<file path="config.mk">
export PLATFORM = sky130hd
export DESIGN_NAME = api_frame_receiver
export DESIGN_NICKNAME = d
export VERILOG_FILES = /design/src/hdl/afr_pkg.sv /design/src/hdl/api_frame_receiver.sv
export SDC_FILE = /design/constraint.sdc
export NUM_CORES = 1
export LEC_CHECK = 0
export ABC_CLOCK_PERIOD_IN_PS = 4100
export BUFFER_PORTS_ARGS = -buffer_cell sky130_fd_sc_hd__buf_4
export CAP_MARGIN = 20
export CORE_MARGIN = 2
export CORE_UTILIZATION = 60
export CTS_BUF_LIST = sky130_fd_sc_hd__clkbuf_8
export DETAILED_ROUTE_END_ITERATION = 8
export GPL_ROUTABILITY_DRIVEN = 0
export GPL_TIMING_DRIVEN = 0
export PLACE_DENSITY = 0.87
export SLEW_MARGIN = 25
export SYNTH_ARGS = -nofsm -noshare
export SYNTH_HDL_FRONTEND = slang
export SYNTH_SLANG_ARGS = --single-unit
</file>
<file path="constraint.sdc">
create_clock -name clk -period 4.1 [get_ports clk]
set_input_delay 0.205 -clock clk [delete_from_list [all_inputs] [get_ports clk]]
set_output_delay 0.205 -clock clk [all_outputs]
set_load 0.01 [all_outputs]
</file>
<file path="src/hdl/afr_pkg.sv">
`timescale 1ns / 1ps
// Package for the API frame receiver: phase codes, result kinds, framing bytes.
// No dependencies.
package afr_pkg;

    localparam logic [7:0] FLAG_BYTE   = 8'h7E;
    localparam logic [7:0] ESCAPE_BYTE = 8'h7D;
    localparam logic [7:0] ESCAPE_MASK = 8'h20;
    localparam logic [7:0] SUM_BASE    = 8'hFF;

    localparam logic [2:0] PH_HUNT     = 3'd0;
    localparam logic [2:0] PH_LEN_MSB  = 3'd1;
    localparam logic [2:0] PH_LEN_LSB  = 3'd2;
    localparam logic [2:0] PH_DATA     = 3'd3;
    localparam logic [2:0] PH_CHECKSUM = 3'd4;

    typedef logic [1:0] kind_t;

    localparam kind_t KIND_DATA    = 2'd0;
    localparam kind_t KIND_END_OK  = 2'd1;
    localparam kind_t KIND_END_BAD = 2'd2;

endpackage

</file>
<file path="src/hdl/api_frame_receiver.sv">
`timescale 1ns / 1ps
// API frame receiver: start hunt, escape removal, length count, checksum test.
// Depends on afr_pkg.
// Each result is registered and visible in the cycle after its raw byte is accepted.
// Throughput: one byte per cycle; input is stalled only while a result waits.
// Reset: asynchronous, active low; phase returns to hunting, escape_enable to 1.
module api_frame_receiver
(
    input  logic               clk,
    input  logic               rst_n,
    input  logic               cfg_valid,
    output logic               cfg_ready,
    input  logic               escape_enable,
    input  logic               in_valid,
    output logic               in_ready,
    input  logic [7:0]         rx_byte,
    output logic               out_valid,
    input  logic               out_ready,
    output afr_pkg::kind_t     kind,
    output logic [7:0]         data_byte,
    output logic [7:0]         byte_index
);
    import afr_pkg::*;

    logic       escape_enable_reg;
    logic [2:0] phase_reg, phase_next;
    logic       escape_pending_reg, escape_pending_next;
    logic [7:0] bytes_left_reg, bytes_left_next;
    logic [7:0] frame_length_reg, frame_length_next;
    logic [7:0] position_reg, position_next;
    logic [7:0] running_sum_reg, running_sum_next;

    logic       out_valid_reg;
    kind_t      kind_reg, kind_next;
    logic [7:0] data_byte_reg, data_byte_next;
    logic [7:0] byte_index_reg, byte_index_next;
    logic       result_next;

    logic       in_fire;
    logic [7:0] b;
    logic       take_byte;

    assign cfg_ready = 1'b1;
    assign in_ready  = !out_valid_reg || out_ready;
    assign in_fire   = in_valid && in_ready;

    always_comb
    begin
        phase_next          = phase_reg;
        escape_pending_next = escape_pending_reg;
        bytes_left_next     = bytes_left_reg;
        frame_length_next   = frame_length_reg;
        position_next       = position_reg;
        running_sum_next    = running_sum_reg;
        kind_next           = KIND_DATA;
        data_byte_next      = rx_byte;
        byte_index_next     = position_reg;
        result_next         = 1'b0;
        b                   = rx_byte;
        take_byte           = 1'b0;

        if (phase_reg == PH_HUNT)
        begin
            if (rx_byte == FLAG_BYTE)
            begin
                phase_next          = PH_LEN_MSB;
                escape_pending_next = 1'b0;
                bytes_left_next     = 8'd0;
                frame_length_next   = 8'd0;
                position_next       = 8'd0;
                running_sum_next    = 8'd0;
            end
        end
        else if (escape_pending_reg)
        begin
            escape_pending_next = 1'b0;
            b                   = rx_byte ^ ESCAPE_MASK;
            take_byte           = 1'b1;
        end
        else if (escape_enable_reg && rx_byte == ESCAPE_BYTE)
        begin
            escape_pending_next = 1'b1;
        end
        else
        begin
            take_byte = 1'b1;
        end

        if (take_byte)
        begin
            data_byte_next = b;
            case (phase_reg)
                PH_LEN_MSB:
                begin
                    phase_next = PH_LEN_LSB;
                end
                PH_LEN_LSB:
                begin
                    frame_length_next = b;
                    bytes_left_next   = b;
                    position_next     = 8'd0;
                    running_sum_next  = 8'd0;
                    phase_next        = (b == 8'd0) ? PH_CHECKSUM : PH_DATA;
                end
                PH_DATA:
                begin
                    result_next      = 1'b1;
                    kind_next        = KIND_DATA;
                    byte_index_next  = position_reg;
                    running_sum_next = running_sum_reg + b;
                    position_next    = position_reg + 8'd1;
                    bytes_left_next  = bytes_left_reg - 8'd1;
                    if (bytes_left_reg == 8'd1)
                    begin
                        phase_next = PH_CHECKSUM;
                    end
                end
                PH_CHECKSUM:
                begin
                    result_next         = 1'b1;
                    kind_next           = (b == (SUM_BASE - running_sum_reg)) ?
                                          KIND_END_OK : KIND_END_BAD;
                    byte_index_next     = frame_length_reg;
                    phase_next          = PH_HUNT;
                    escape_pending_next = 1'b0;
                end
                default:
                begin
                    phase_next          = PH_HUNT;
                    escape_pending_next = 1'b0;
                end
            endcase
        end
    end

    always_ff @(posedge clk or negedge rst_n)
    begin
        if (!rst_n)
        begin
            escape_enable_reg  <= 1'b1;
            phase_reg          <= PH_HUNT;
            escape_pending_reg <= 1'b0;
            bytes_left_reg     <= 8'd0;
            frame_length_reg   <= 8'd0;
            position_reg       <= 8'd0;
            running_sum_reg    <= 8'd0;
            out_valid_reg      <= 1'b0;
        end
        else
        begin
            if (cfg_valid && cfg_ready)
            begin
                escape_enable_reg <= escape_enable;
            end
            if (in_fire)
            begin
                phase_reg          <= phase_next;
                escape_pending_reg <= escape_pending_next;
                bytes_left_reg     <= bytes_left_next;
                frame_length_reg   <= frame_length_next;
                position_reg       <= position_next;
                running_sum_reg    <= running_sum_next;
                out_valid_reg      <= result_next;
            end
            else if (out_ready)
            begin
                out_valid_reg <= 1'b0;
            end
        end
    end

    always_ff @(posedge clk)
    begin
        if (in_fire && result_next)
        begin
            kind_reg       <= kind_next;
            data_byte_reg  <= data_byte_next;
            byte_index_reg <= byte_index_next;
        end
    end

    assign out_valid  = out_valid_reg;
    assign kind       = kind_reg;
    assign data_byte  = data_byte_reg;
    assign byte_index = byte_index_reg;

    a_hunt_silent: assert property (@(posedge clk) disable iff (!rst_n)
        (in_fire && phase_reg == PH_HUNT) |=> !out_valid_reg)
        else $error("result produced while hunting");

    a_escape_in_frame: assert property (@(posedge clk) disable iff (!rst_n)
        escape_pending_reg |-> phase_reg != PH_HUNT)
        else $error("escape pending while hunting");

    a_data_count: assert property (@(posedge clk) disable iff (!rst_n)
        (phase_reg == PH_DATA) |-> bytes_left_reg != 8'd0)
        else $error("data phase with no bytes left");

    a_index_range: assert property (@(posedge clk) disable iff (!rst_n)
        (out_valid_reg && kind_reg == KIND_DATA) |-> byte_index_reg < frame_length_reg)
        else $error("data index beyond frame length");

endmodule
</file>
==> run summary <==
• 6740 µm — drt total wl
• 1 — hold depth
• 49.8% — sequential area share after synthesis
• 44.3% — met2 track utilization from global routing
• 290 — syn nets
• 1560 ps — worst slack at placement
• dfrtp_1 — cell type contributing the most total cell area after synthesis
• 0 — Max Slew Vio Count
• 2620 ps — Final min period
• 0 — warning count from the yosys run
• 18 — number of flops mapped to enable cells by yosys
• 2820 ps — arrival time at the worst endpoint
• data_byte[7] — sink of the worst hold path
• 382 MHz — max frequency
• in2reg — path class of the lowest-slack min-delay path
• 2 — H-tree Lvls
• 0.00149 mm² — area of all sequential standard cells
• 1.51 nW — standby leakage power
• 0 — number of remaining DRC errors
• 8 — worst reg-to-reg path cell count
• 613 mW/mm² — power density over the cells
• 374 — final cell count without fillers
• rx_byte[7] — startpoint of the worst hold path
• 11000 µm — wire length of the first global-routing pass
• 14.9% — area growth from synthesis to layout
• 52.3% — Max-Slew Margin vs Limit
• 5 — number of buffers created by CTS
• 30.9% — portion of synthesized cell area occupied by the leading cell type
• dfrtp_1 (31%), edfxtp_1 (18%), ha_1 (4.6%) — leading post-synthesis cells by cell area
• 0 — number of endpoints failing setup at the final stage
• 365 — number of placed instances with taps included
• 335 — fill cell total of the finished layout
• clkbuf_8 — library cell used as clock root buffer
• complete, no violations — status
• no — RSZ-0062 raised after global routing
• 710 ps — measured slew at the worst slew-check pin
• met2 — routing layer with the top usage in global route
• 310 ps — clock latency reported for the late side of the worst-skew pair
• 0 ps — Setup TNS Final
• 0 — GRT overflow
• 33 — input/output buffers
• 265 µV — peak ir drop on the vdd network
• flip-flop — CP Capture Type
• 2 — Max Buffers Root-to-Sink
• compound AO/OA/AOI/OAI gates — Top Family by Delay on Critical Path
• o31ai_2 -> xnor2_1 -> ha_1 -> o21ai_0 -> a21oi_1 -> a221oi_1 -> nor2_1 -> mux2_2 — chain of cells forming the critical path
• 10.6 ps — final setup skew
• 2.11 mW — total power
• 100 ps — clock transition at the registers of the reported paths
• 0.00142 mm² — multi-input gate area in the final layout
• 0 — number of nets with antenna violations after detailed routing
• 0.00475 mm² — total core area
• 2265 — number of global-route vias before repair
• 74.7 µm — Die X
• dfrtp_1 — flip-flop cell with the highest count after synthesis
• flip-flop — critical path startpoint category
• 332 — net count reported at finish
• 35 — ports placed on the boundary
• phase_reg[0] — source of the worst register-to-register timing path
• 56 — Clock Sink Count
• reg2reg — critical path type
• 4.55% — global routing usage on met3
• 0.00558 mm² — die outline area
• 0 — reported max-cap violation count
• 22.5% — fraction of layout cells with a size suffix above 1
• 2344 — detailed-route via count
• 39 — largest net degree at the start of global routing
• 74.7 µm — y dimension of the die
• 18.0 µm — post-DR wirelength/cell
• 63.9% — period utilization
• 0 — worst path bufs/invs
• running_sum_reg[7] — reg-to-reg endpoint
• 63 — distinct cell type count after synthesis
• 34.7% — met1 usage in global routing
• 1480 ps — worst reg-to-reg setup slack
• done — clock tree from TritonCTS
• 5 — first-pass detailed-route iteration total
• 0 — number of antenna repair diodes
• 26.3% — global routing usage summed across all routing layers
• 6.27 — via density per instance
• 0.00300 mm² — cell area after synthesis
• 6 — highest fanout seen on the critical path
• 520 ps — largest stage delay on the critical path
• 0 — Hold Fails Final Rpt
• 25 — number of cell rows
• 0 — initial antenna violation count
• 4680 µm — HPWL after detailed placement
• 67.9% — Async S/R FF share, synth
• 63.0% — initial standard-cell utilization of the core
• 56 — number of storage elements in the synthesis netlist
• 264 — number of instances in the synthesized netlist
• 1480 ps — post-route setup slack
• 4300 ps — Required @ worst endpoint
• 11.4 µm² — Syn Area/Cell
• 0 — Post-CTS Repair Setup Buffers
• dfrtp_1 — library cell contributing the largest single delay on the critical path
• 164 — violation count after the first detailed-route iteration
-- per-stage QoR --
| step | area (µm²) | hold WS [ps] | util, % |
|---|---|---|---|
| final | 3440 | 77.7 | 72.4 |
| after global routing | 3440 | 72.6 | 72.4 |
| after CTS | 3440 | 72.4 | 72.4 |
| after detailed placement | 3340 | 206 | 70.3 |
| after global placement | 3330 | 206 | 70.0 |
| after floorplan | 3000 | -90.6 | - |
-- timing repair --
action                    in CTS  in global routing
gates resized for setup        0                  0
hold endpoints to repair      37                  0
hold buffers                   1                  0
-- synthesized netlist by cell type (6+ instances only) --
cell type   n
dfrtp_1    37
o21ai_0    26
nand2_1    22
edfxtp_1   18
nor2_1     13
a22o_1     11
ha_1       11
a21oi_1     8
nor3_1      7
xnor2_1     6
-- worst max path at each step --
stage | from | end | slack [ps] | depth (start not counted)
4_1_cts | phase_reg[0] | running_sum_reg[7] | 1540 | 8
3_5_place_dp | phase_reg[0] | running_sum_reg[7] | 1560 | 8
2_1_floorplan | out_valid | byte_index[0] | 1260 | 5
5_1_grt | phase_reg[0] | running_sum_reg[7] | 1380 | 8
6_report | phase_reg[0] | running_sum_reg[7] | 1480 | 8
3_3_place_gp | rx_byte[7] | data_byte[1] | 720 | 6
-- report_power, final --
group,switching [mW],internal [mW]
Combinational,0.488,0.409
Sequential,0.132,0.773
Clock,0.185,0.122
Total,0.806,1.30
-- final cells by class --
| type | instances | area share, % |
|---|---|---|
| sequential | 56 | 43.4 |
| multi-input combinational | 193 | 41.4 |
| timing repair buffer | 35 | 7.81 |
| tap | 67 | 2.43 |
| clock buffer | 5 | 2.00 |
| buffer | 10 | 1.89 |
| clock inverter | 3 | 0.618 |
| inverter | 5 | 0.545 |
-- kinds of logic (layout without fill, tap and decap cells) --
| logic type | Yosys count | count (layout) | synth area share, % |
|---|---|---|---|
| AND/OR/NAND/NOR | 84 | 84 | 17.2 |
| AO/OA/AOI/OAI | 77 | 77 | 18.4 |
| flip-flops | 56 | 56 | 49.8 |
| buffers and inverters | 15 | 58 | 2.80 |
| adder cells (fa/ha/maj) | 12 | 12 | 5.26 |
| multiplexers | 10 | 10 | 3.76 |
| XOR/XNOR | 9 | 9 | 2.63 |
| other | 1 | 1 | 0.125 |
-- metal layers --
metal / wire length, µm / up-vias / part of all wire [%]
met5: 0 / - / 0
met4: 123 / 0 / 1.8
met3: 470 / 13 / 7.0
met2: 3350 / 120 / 50
met1: 2800 / 1135 / 41
li1: - / 1076 / -
-- cells in the final DEF, fill, tap and decap left out, types with 6 or more instances in the layout --
cell      netlist  final
buf_4           5     38
dfrtp_1        37     37
o21ai_0        26     25
nand2_1        22     22
edfxtp_1       18     18
nor2_1         13     13
a22o_1         11     11
ha_1           11     11
a21oi_1         8      8
nor3_1          7      7
xnor2_1         6      6
Power figures use the tool's default switching activity.
